<file path="src/rtl/rwgf_pkg.sv">
`timescale 1ns / 1ps
// ----------------------------------------------------------------------------
// Radius weighted grid filter package
// Shared types, sizes, codes and the distance table of the grid filter.
// ----------------------------------------------------------------------------
package rwgf_pkg;

    localparam int MAX_ROWS  = 64;
    localparam int MAX_COLS  = 64;
    localparam int MAX_REACH = 3;

    localparam int ROW_W     = $clog2(MAX_ROWS);
    localparam int COL_W     = $clog2(MAX_COLS);
    localparam int DIM_W     = 7;
    localparam int ADDR_W    = ROW_W + COL_W;
    localparam int DEPTH     = MAX_ROWS * MAX_COLS;
    localparam int VALUE_W   = 32;
    localparam int RAD_W     = 10;
    localparam int DIST_W    = 11;
    localparam int REACH_W   = 2;
    localparam int SQ_W      = 5;
    localparam int PROD_W    = VALUE_W + RAD_W + 1;
    localparam int NUM_W     = 48;
    localparam int DEN_W     = 16;
    localparam int DIV_CYCLES = NUM_W / 2;
    localparam int DIV_CNT_W  = $clog2(DIV_CYCLES + 1);

    localparam int CFG_IDX_W  = 2;
    localparam int CFG_DATA_W = 10;

    localparam logic [CFG_IDX_W-1:0] CFG_GRID_COLS = 2'd0;
    localparam logic [CFG_IDX_W-1:0] CFG_GRID_ROWS = 2'd1;
    localparam logic [CFG_IDX_W-1:0] CFG_RADIUS_Q8 = 2'd2;

    localparam logic OP_WRITE = 1'b0;
    localparam logic OP_QUERY = 1'b1;

    localparam logic STATUS_OK    = 1'b0;
    localparam logic STATUS_RANGE = 1'b1;

    localparam logic [DIM_W-1:0] GRID_COLS_RST = 7'd64;
    localparam logic [DIM_W-1:0] GRID_ROWS_RST = 7'd64;
    localparam logic [RAD_W-1:0] RADIUS_RST    = 10'd384;

    typedef struct packed {
        logic                      opcode;
        logic [ROW_W-1:0]          row;
        logic [COL_W-1:0]          col;
        logic signed [VALUE_W-1:0] value;
    } rwgf_in_t;

    typedef struct packed {
        logic signed [VALUE_W-1:0] filtered_value;
        logic                      status;
    } rwgf_out_t;

    typedef struct packed {
        logic             start;
        logic [NUM_W-1:0] dividend;
        logic [DEN_W-1:0] divisor;
    } div_req_t;

    typedef struct packed {
        logic             done;
        logic [NUM_W-1:0] quotient;
    } div_rsp_t;

    typedef enum logic [2:0] {
        ST_IDLE,
        ST_SCAN,
        ST_DRAIN,
        ST_DIVIDE,
        ST_DONE
    } state_t;

    // Euclidean distance in 1/256 units, rounded to nearest, by squared offset.
    function automatic logic [DIST_W-1:0] dist_q8(input logic [SQ_W-1:0] n);
        logic [DIST_W-1:0] d;
        case (n)
            5'd0:    d = 11'd0;
            5'd1:    d = 11'd256;
            5'd2:    d = 11'd362;
            5'd4:    d = 11'd512;
            5'd5:    d = 11'd572;
            5'd8:    d = 11'd724;
            5'd9:    d = 11'd768;
            5'd10:   d = 11'd810;
            5'd13:   d = 11'd923;
            5'd18:   d = 11'd1086;
            default: d = 11'd0;
        endcase
        return d;
    endfunction

endpackage

</file>
<file path="src/rtl/rwgf_divider.sv">
`timescale 1ns / 1ps
// ----------------------------------------------------------------------------
// Radius weighted grid filter divider
// Restoring unsigned division, two quotient bits per cycle.
// ----------------------------------------------------------------------------
module rwgf_divider (
    input  logic               clk,
    input  logic               rst_n,
    input  rwgf_pkg::div_req_t req,
    output rwgf_pkg::div_rsp_t rsp
);

    import rwgf_pkg::*;

    logic                 busy_reg;
    logic                 done_reg;
    logic [DIV_CNT_W-1:0] cnt_reg;
    logic [DEN_W-1:0]     den_reg;
    logic [DEN_W-1:0]     rem_reg;
    logic [DEN_W-1:0]     rem_next;
    logic [NUM_W-1:0]     quo_reg;
    logic [NUM_W-1:0]     quo_next;

    always_comb
    begin
        logic [DEN_W:0]   t;
        logic [DEN_W-1:0] rem_v;
        logic [NUM_W-1:0] quo_v;
        rem_v = rem_reg;
        quo_v = quo_reg;
        for (int i = 0; i < 2; i++)
        begin
            t     = {rem_v, quo_v[NUM_W-1]};
            quo_v = {quo_v[NUM_W-2:0], 1'b0};
            if (t >= {1'b0, den_reg})
            begin
                t        = t - {1'b0, den_reg};
                quo_v[0] = 1'b1;
            end
            rem_v = t[DEN_W-1:0];
        end
        rem_next = rem_v;
        quo_next = quo_v;
    end

    always_ff @(posedge clk or negedge rst_n)
    begin
        if (!rst_n)
        begin
            busy_reg <= 1'b0;
            done_reg <= 1'b0;
            cnt_reg  <= '0;
        end
        else
        begin
            done_reg <= 1'b0;
            if (req.start)
            begin
                busy_reg <= 1'b1;
                cnt_reg  <= DIV_CNT_W'(DIV_CYCLES - 1);
            end
            else if (busy_reg)
            begin
                cnt_reg <= cnt_reg - 1'b1;
                if (cnt_reg == '0)
                begin
                    busy_reg <= 1'b0;
                    done_reg <= 1'b1;
                end
            end
        end
    end

    always_ff @(posedge clk)
    begin
        if (req.start)
        begin
            den_reg <= req.divisor;
            rem_reg <= '0;
            quo_reg <= req.dividend;
        end
        else if (busy_reg)
        begin
            rem_reg <= rem_next;
            quo_reg <= quo_next;
        end
    end

    assign rsp.done     = done_reg;
    assign rsp.quotient = quo_reg;

endmodule

</file>
<file path="config.mk">
export PLATFORM = sky130hd
export DESIGN_NAME = rwgf_divider
export DESIGN_NICKNAME = d
export VERILOG_FILES = /design/src/rtl/rwgf_pkg.sv /design/src/rtl/rwgf_divider.sv
export SDC_FILE = /design/constraint.sdc
export NUM_CORES = 1
export LEC_CHECK = 0
export BUFFER_PORTS_ARGS = -buffer_cell sky130_fd_sc_hd__buf_4
export CAP_MARGIN = 20
export CORE_ASPECT_RATIO = 0.6
export CORE_MARGIN = 5
export CORE_UTILIZATION = 45
export DETAILED_ROUTE_END_ITERATION = 10
export HOLD_SLACK_MARGIN = 0.02
export PLACE_DENSITY = 0.72
export SLEW_MARGIN = 10
export SYNTH_ARGS = -nofsm -noshare
export SYNTH_HDL_FRONTEND = slang
export SYNTH_SLANG_ARGS = --single-unit
</file>
<file path="constraint.sdc">
create_clock -name clk -period 11.35 [get_ports clk]
set_input_delay 3.405 -clock clk [delete_from_list [all_inputs] [get_ports clk]]
set_output_delay 3.405 -clock clk [all_outputs]
set_load 0.02 [all_outputs]
</file>
Word level (Yosys, flattened, before mapping)
Index checks and enable logic that the tools add are counted.
{ "word_totals": {"out_inout_bits": 49, "inputBits": 67, "regBits": 87} }
{ "op_classes": {"reduce_logical": 2, "n_lt_le_gt_ge": 2, "add_sub_neg": 3, "mux": 14} }
{ "ops": {"columns": ["operator", "count"], "rows": [
  ["48-bit two-way mux", 2],
  ["17-bit by 16-bit greater-or-equal comparator with 1-bit output", 2],
  ["16-bit two-way mux", 2],
  ["16-bit subtractor", 2],
  ["5-bit two-way mux", 2],
  ["1-bit two-way mux", 8],
  ["5-bit zero test", 1],
  ["5-bit by 1-bit subtractor with 5-bit output, second input constant", 1],
  ["2-bit nonzero test", 1]
]} }

Longest topological paths before layout
Gate-level depths: netlist of the first run.
{ "logic_depth": {"depth_word": 6, "depth_mapped": 21} }

Worst setup path after synthesis of the first run
OpenSTA, ideal clock, no wires.
{ "synth_path": {"kind": "input to register", "startpoint": "input port req[64] (netlist name)", "endpoint": "register quo_reg[0] (enable)", "setup_slack_ns": 6.357, "path_stages": 3, "setup_time_ns": 0.384, "required_ns": 10.966, "t_arrival_ns": 4.609, "cell_sequence": "clkbuf_1 clkbuf_1 or2_2"} }
{ "synth_between": {"elab_chain_cells": 1} }
{ "synth_lines": {"columns": ["item", "line", "text"], "rows": [
  ["from (decl)", "rwgf_divider.sv:9", "input rwgf_pkg::div_req_t req,"],
  ["2-bit nonzero test (no source line)", null, null],
  ["to (signal assigned)", "rwgf_divider.sv:80", "quo_reg <= req.dividend;"],
  ["to (signal assigned)", "rwgf_divider.sv:85", "quo_reg <= quo_next;"],
  ["to (decl)", "rwgf_divider.sv:21", "logic [NUM_W-1:0] quo_reg;"]
]} }
Every way passes these cells.
A chain may end at the register's enable or synchronous reset.

Worst setup path in the final report of the first run
{ "layout_path": {"startpoint": "register quo_reg[47]", "endpoint": "register rem_reg[3]"} }
{ "layout_between": {"elab_chain_cells": 4} }
{ "layout_lines": {"columns": ["item", "line", "text"], "rows": [
  ["16-bit subtractor / 17-bit by 16-bit greater-or-equal comparator with 1-bit output (equally long branches)", "rwgf_divider.sv:37, rwgf_divider.sv:35", null],
  ["16-bit two-way mux (*)", "rwgf_divider.sv:35", "if (t >= {1'b0, den_reg})"],
  ["16-bit subtractor / 17-bit by 16-bit greater-or-equal comparator with 1-bit output (equally long branches)", "rwgf_divider.sv:37, rwgf_divider.sv:35", null],
  ["16-bit two-way mux (*)", "rwgf_divider.sv:35", null],
  ["to (signal assigned)", "rwgf_divider.sv:84", "rem_reg <= rem_next;"],
  ["to (decl)", "rwgf_divider.sv:19", "logic [DEN_W-1:0] rem_reg;"]
]} }
Mark *: on every way between the ends. The rest lies on a longest branch, timed or not.

==> run metrics, run 1 <==
portion of the post-synthesis area used by sequential elements=0.4336; share of the synthesized area in the top cell type=0.3447; share of async-settable or async-resettable flops after synthesis=0.08046; highest clock frequency the design can meet=roughly 0.18 GHz; largest net degree at the start of global routing=~70; type of the worst setup path=reg2reg; Worst Tran Pin Value=approximately 0.81 ns; y dimension of the die=around 96 um; count of different cell masters after synthesis=between 60 and 70; type of element launching the critical path=register; Num CTS Buffers=9; P&R area growth vs syn=23.20%; gp weighted congestion=between 0.9 and 1; number of endpoints failing setup at the final stage=0; source of the worst register-to-register timing path=quo_reg[47]; die area=0.01479 mm^2; cell count after placement=slightly below 800; Synthesized Nets=between 600 and 700; # nets final=around 740; vias in the first global route=~4400; number of synthesized register bits=87; Synth Warn #=0; clk sinks=a little under 90; Static Leakage=2.914 nW; Post-Syn Area=between 0.005 and 0.006 mm^2; Post-route DRC=0; detailed router's first-iteration violation count=519; hold crit path type=reg2reg; reg-to-reg slack, setup=5.67 ns; Floorplan Core Area=~0.012 mm^2; total negative slack for setup checks=0 ns; buffer levels on the longest clock path=2; number of setup buffers added after CTS=0; Global Route Usage Sum=0.2005; outcome=finished, final reports clean; reg-to-reg endpoint=rem_reg[3]; capture point of the critical path=rem_reg[3]; depth of the CTS H-tree=3; critical path data required time=approximately 12 ns; via count=around 4600; Worst Clk Skew=0.006152 ns; power density over the cells=about 250 mW/mm^2; hold violation total from the final report=0; Yosys top cell by area=edfxtp_1; worst skew pair latency=approximately 0.34 ns; setup repair after global routing missed its margin=false; Placement Rows=31; number of ports placed on the die boundary=between 100 and 150; total detailed-routing wirelength=roughly 15 mm; Max FO, Critical Path=17; clock-pin transition on the worst setup and hold timing paths=roughly 0.07 ns; per-instance average area after synthesis=10.62 um^2; hold buffer count at CTS=0; Post-synth top flop=edfxtp_1; gr ovfl total=0; gate count after technology mapping=about 530; initial antenna violation count=0; Worst setup EP type=register; antenna cells=0; count of non-filler cells in the finished layout=~800; start point of the critical path=quo_reg[47]; Max transition margin=0.4611; via density per instance=a little under 6; Die X=between 150 and 200 um; Routed wire per std cell=between 15 and 20 um; max-slew violation count=0; Buffers on Ports=around 120; data arrival time of the worst path=5.91 ns; max FFs per register=48; Period minus WS final=~5.7 ns; Root Driver=clkbuf_16; hold depth=2; Area contributors post-synth=edfxtp_1, mux2_2, ha_1; Post-DRT Antenna Nets=0; worst-case vdd ir drop=about 0.00011 V; TritonCTS clock tree=yes; TritonRoute pass-1 iters=6; depth of the worst register-to-register path=19; initial standard-cell utilization of the core=0.4607; EDFF count, synth=between 60 and 70; number of gates resized after CTS=0; power consumption=1.692 mW; final critical-path share of the clock period=0.5001; HPWL after detailed placement=approximately 12 mm; Max-cap violations=0; wire length of the first global-routing pass=approximately 23 mm; ratio of cells with drive above 1 in the final layout=0.3281
## worst max-delay path, stage by stage, from the launching register on
cell and delay (ns):
edfxtp_1 0.43, inv_1 0.09, ha_1 0.22, inv_1 0.08, fa_1 0.43, a211oi_1 0.34, o21ai_0 0.19, a31oi_1 0.41
nand3_1 0.14, o31a_2 0.14, a31oi_1 0.31, ha_1 0.37, a21oi_1 0.28, a21boi_0 0.15, a311oi_1 0.37, a31oi_1 0.16
and2_1 0.25, a211oi_4 0.68, a21oi_1 0.16, a2111oi_1 0.34
## metrics by stage
step | hold slack [ns] | utilization | setup slack (ns) | cell area, um^2
after floorplan | 0.4737 | - | 6.357 | 5575
after CTS | 0.5159 | 0.5660 | 5.840 | 6849
after global placement | 0.5057 | 0.5409 | 6.057 | 6546
after global routing | 0.5400 | 0.5676 | 5.393 | 6869
final | 0.5151 | 0.5676 | 5.674 | 6869
after detailed placement | 0.5075 | 0.5409 | 5.893 | 6546
## placed cells by master, fill, tap and decap left out, types with 8 or more instances in the layout
cell | Yosys | final
xnor2_1 | 15 | 15
nand2_1 | 25 | 25
nand2b_1 | 9 | 9
a21o_1 | 8 | 8
nor2_1 | 42 | 42
mux2_2 | 54 | 54
dfxtp_1 | 16 | 16
nand3_1 | 15 | 15
inv_1 | 29 | 29
ha_1 | 34 | 34
a21oi_1 | 40 | 40
a311oi_1 | 10 | 10
o21ai_0 | 25 | 25
clkbuf_16 | 0 | 9
edfxtp_1 | 64 | 64
nor3_1 | 14 | 14
buf_4 | 4 | 117
## layer usage
metal,vias to the layer above,global-route usage,share of wire
met5,-,0,0
met3,22,0.06065,0.095
met2,214,0.2908,0.44
met1,2220,0.2944,0.46
met4,0,0.04482,0.014
li1,2191,-,-
## cells in the mapped netlist (8+ instances only)
cell type  instances
o21ai_0           25
a311oi_1          10
nand3_1           15
mux2_2            54
edfxtp_1          64
nor2_1            42
clkbuf_1          15
xnor2_1           15
nor3_1            14
nand2b_1           9
nand2_1           25
a21oi_1           40
ha_1              34
inv_1             29
dfxtp_1           16
a21o_1             8
## power breakdown
part / internal, mW / total, mW / switching, mW
clock network: 0.174 / 0.307 / 0.133
registers: 0.398 / 0.439 / 0.0405
logic: 0.391 / 0.947 / 0.556
total: 0.963 / 1.69 / 0.730
## worst min-delay path by stage
| stage | from | end | slack (ns) |
|---|---|---|---|
| 3_3_place_gp | rem_reg[10] | rem_reg[10] | 0.51 |
| 3_5_place_dp | rem_reg[10] | rem_reg[10] | 0.51 |
| 4_1_cts | rem_reg[10] | rem_reg[10] | 0.52 |
| 2_1_floorplan | rem_reg[1] | rem_reg[1] | 0.47 |
| 5_1_grt | rem_reg[8] | rem_reg[8] | 0.54 |
| 6_report | rem_reg[10] | rem_reg[10] | 0.52 |
## area by class of cell
type	count	area, um^2
multi-input combinational	387	2935
fill	1028	5233
inverter	29	108.9
clock inverter	7	77.57
timing repair buffer	118	898.4
sequential	87	2417
tap	165	206.4
clock buffer	9	225.2
## cell families after synthesis
group | synth area share
DFF | 0.4336
adders and majority gates | 0.08348
AOI/OAI and AO/OA | 0.1726
xor gates and xnor gates | 0.03142
and+or+nand+nor | 0.1281
muxes | 0.1109
buffers and inverters | 0.03994
(Power assumes the default switching activity.)
==> inputs of run 2 (changes only) <==
Clock period 11.35 ns to 5.63 ns, I/O delays scaled along.
==> run 2 against run 1 <==
  * Utilization is 0.35 points higher
  * Critical path depth decreased by 1
  * Sequential share of layout area decreased by 0.22 points
  * Global-route usage grew 0.11 points
  * Via count rose by 0.71%
  * Sequential cell count unchanged
  * Clock skew is 0.0045 ns higher
  * Non-clock buffer count is 5 higher
  * Final cell count rose by 0.62%
  * Clock power rose by 95%
  * Critical path type unchanged
  * Highest routed layer unchanged
==> run metrics, run 2 (synthesis results as in run 1) <==
outcome=finished, final reports clean; number of endpoints failing setup at the final stage=0 (unchanged); hold crit path type=reg2reg; max-slew violation count=0 (unchanged); total negative slack for setup checks=0 ns (unchanged); Worst Tran Pin Value=0.7071 ns (-0.1013 ns); TritonCTS clock tree=yes; beginning of the worst hold path=rem_reg[13]; clk sinks=87 (unchanged); reg-to-reg slack, setup=0.36 ns (-5.31 ns); Placed Area=0.006561 mm^2 (+0.23%); initial standard-cell utilization of the core=0.4607 (unchanged); wire length of the first global-routing pass=23.27 mm (-0.80%); highest-count cells in the layout ignoring fill and taps=buf_4, edfxtp_1, mux2_2; most common cell after layout, fill and taps aside=buf_4; max FFs per register=48 (unchanged); vias in the first global route=4436 (+0.068%); hold depth=2 (unchanged); critical path data required time=5.86 ns (-5.72 ns); initial antenna violation count=0 (unchanged); buffer levels on the longest clock path=2 (unchanged); Max FO, Critical Path=11 (-6); depth of the worst register-to-register path=18 (-1); Root Driver=clkbuf_16; setup repair after global routing missed its margin=false; Max transition margin=0.5285 (+0.06745); power density over the cells=499.7 mW/mm^2 (+100%); gr ovfl total=0 (unchanged); Worst Clk Skew=0.01068 ns (+0.004529 ns); final critical-path share of the clock period=0.9355 (+0.4355); highest clock frequency the design can meet=0.1899 GHz (+7.8%); Routed wire per std cell=19.12 um (-0.53%); type of element launching the critical path=register; depth of the CTS H-tree=3 (unchanged); gp weighted congestion=0.9393 (+4.3%); hold violation total from the final report=0 (unchanged); clock-pin transition on the worst setup and hold timing paths=0.07 ns (about the same); reg-to-reg endpoint=rem_reg[12]; Buffers on Ports=115 (unchanged); worst skew pair latency=0.35 ns (about the same); via density per instance=5.799 (about the same); TritonRoute pass-1 iters=5 (-1); Static Leakage=2.935 nW (+0.70%); HPWL after detailed placement=11.85 mm (-0.38%); worst-case vdd ir drop=0.0002267 V (+110%); ratio of cells with drive above 1 in the final layout=0.3333 (+0.005233); antenna cells=0 (unchanged); Die X=153.7 um (unchanged); die area=0.01479 mm^2 (unchanged); total detailed-routing wirelength=15.43 mm (about the same); y dimension of the die=96.22 um (unchanged); Post-route DRC=0 (unchanged); Period minus WS final=5.267 ns (-0.4085 ns); Num CTS Buffers=9 (unchanged); detailed router's first-iteration violation count=447 (-14%); Worst setup EP type=register; # nets final=740 (+0.68%); Placement Rows=31 (unchanged); finished layout cell area=0.006912 mm^2 (+0.62%); type of the worst setup path=reg2reg; source of the worst register-to-register timing path=den_reg[8]; Floorplan Core Area=0.01210 mm^2 (unchanged); largest net degree at the start of global routing=57 (-16%); P&R area growth vs syn=23.97%; via count=4680 (+0.71%); number of ports placed on the die boundary=116 (unchanged); count of fill cells added during filler insertion=1031 (+0.29%); Max-cap violations=0 (unchanged); Global Route Usage Sum=0.2016 (+0.001061); sink of the worst hold path=rem_reg[13]; data arrival time of the worst path=5.49 ns (-0.42 ns); Post-DRT Antenna Nets=0 (unchanged)
## run 2: changes by cell type in the layout (fill, tap and decap cells not counted)
cell        previous run  this run
clkinv_2               2         0
bufinv_16              1         0
clkinv_8               0         1
inv_8                  1         3
buf_4                117       122
buf_12                 1         0
buf_16                 0         1
clkinvlp_4             0         1
inv_6                  3         2
## run 2: through the flow
step,total power [mW],setup WS [ns],hold WS [ns],util,std cells
2_1_floorplan,2.283,1.180,0.4737,-,525
3_3_place_gp,2.727,0.6656,0.4917,0.5422,787
3_5_place_dp,2.769,0.3967,0.5014,0.5422,787
4_1_cts,3.385,0.3626,0.5109,0.5670,803
5_1_grt,3.654,0.09745,0.5427,0.5711,807
6_report,3.454,0.3629,0.5152,0.5711,807
## run 2: how the worst max path moves through the flow
stage | start | endpoint | slack (ns) | depth (start not counted)
5_1_grt | den_reg[8] | rem_reg[5] | 0.1 | 18
3_5_place_dp | den_reg[8] | rem_reg[12] | 0.40 | 18
6_report | den_reg[8] | rem_reg[12] | 0.36 | 18
3_3_place_gp | den_reg[8] | rem_reg[12] | 0.67 | 18
2_1_floorplan | quo_reg[47] | rem_reg[13] | 1.18 | 20
4_1_cts | den_reg[8] | rem_reg[12] | 0.36 | 18
## run 2: cell type report
cell class	count	area, um^2	share of cell area
clock inverters	7	75.07	0.01086
clock buffers	9	225.2	0.03259
inverters	29	108.9	0.01575
well taps	165	206.4	0.02987
repair buffers	123	943.4	0.1365
multi-input cells	387	2935	0.4247
flip-flops and latches	87	2417	0.3497
## run 2: timing repair
| item | in CTS | in global routing |
|---|---|---|
| setup buffers | 0 | 3 |
| setup endpoints to repair | 0 | 2 |
| endpoints found under the hold margin | 0 | 0 |
| gates resized for setup | 0 | 0 |
| hold buffers | 0 | 0 |
## run 2: layer usage
metal	global-route usage	vias to the layer above	share of wire
li1	-	2213	-
met1	0.2959	2222	0.46
met2	0.2744	223	0.41
met4	0.05364	0	0.013
met5	0	-	0
met3	0.07817	22	0.11
## run 2: worst max-delay path: stages (launching register included)
cell and delay [ns]:
edfxtp_1 0.33, inv_1 0.06, ha_1 0.44, nand3_2 0.19
nor4_1 0.34, nor2b_1 0.17, a22o_1 0.30, nor2_4 0.29
mux2_2 0.40, ha_1 0.36, a21oi_1 0.32, o21ai_0 0.15
a311oi_1 0.36, a31oi_1 0.15, and2_1 0.24, a211oi_4 0.36
buf_4 0.24, a21oi_1 0.08, a2111oi_1 0.35
## run 2: report_power, final
part / total (mW) / switching [mW] / internal (mW)
registers: 0.885 / 0.0825 / 0.803
clock network: 0.598 / 0.282 / 0.316
logic: 1.97 / 1.16 / 0.815
total: 3.45 / 1.52 / 1.93
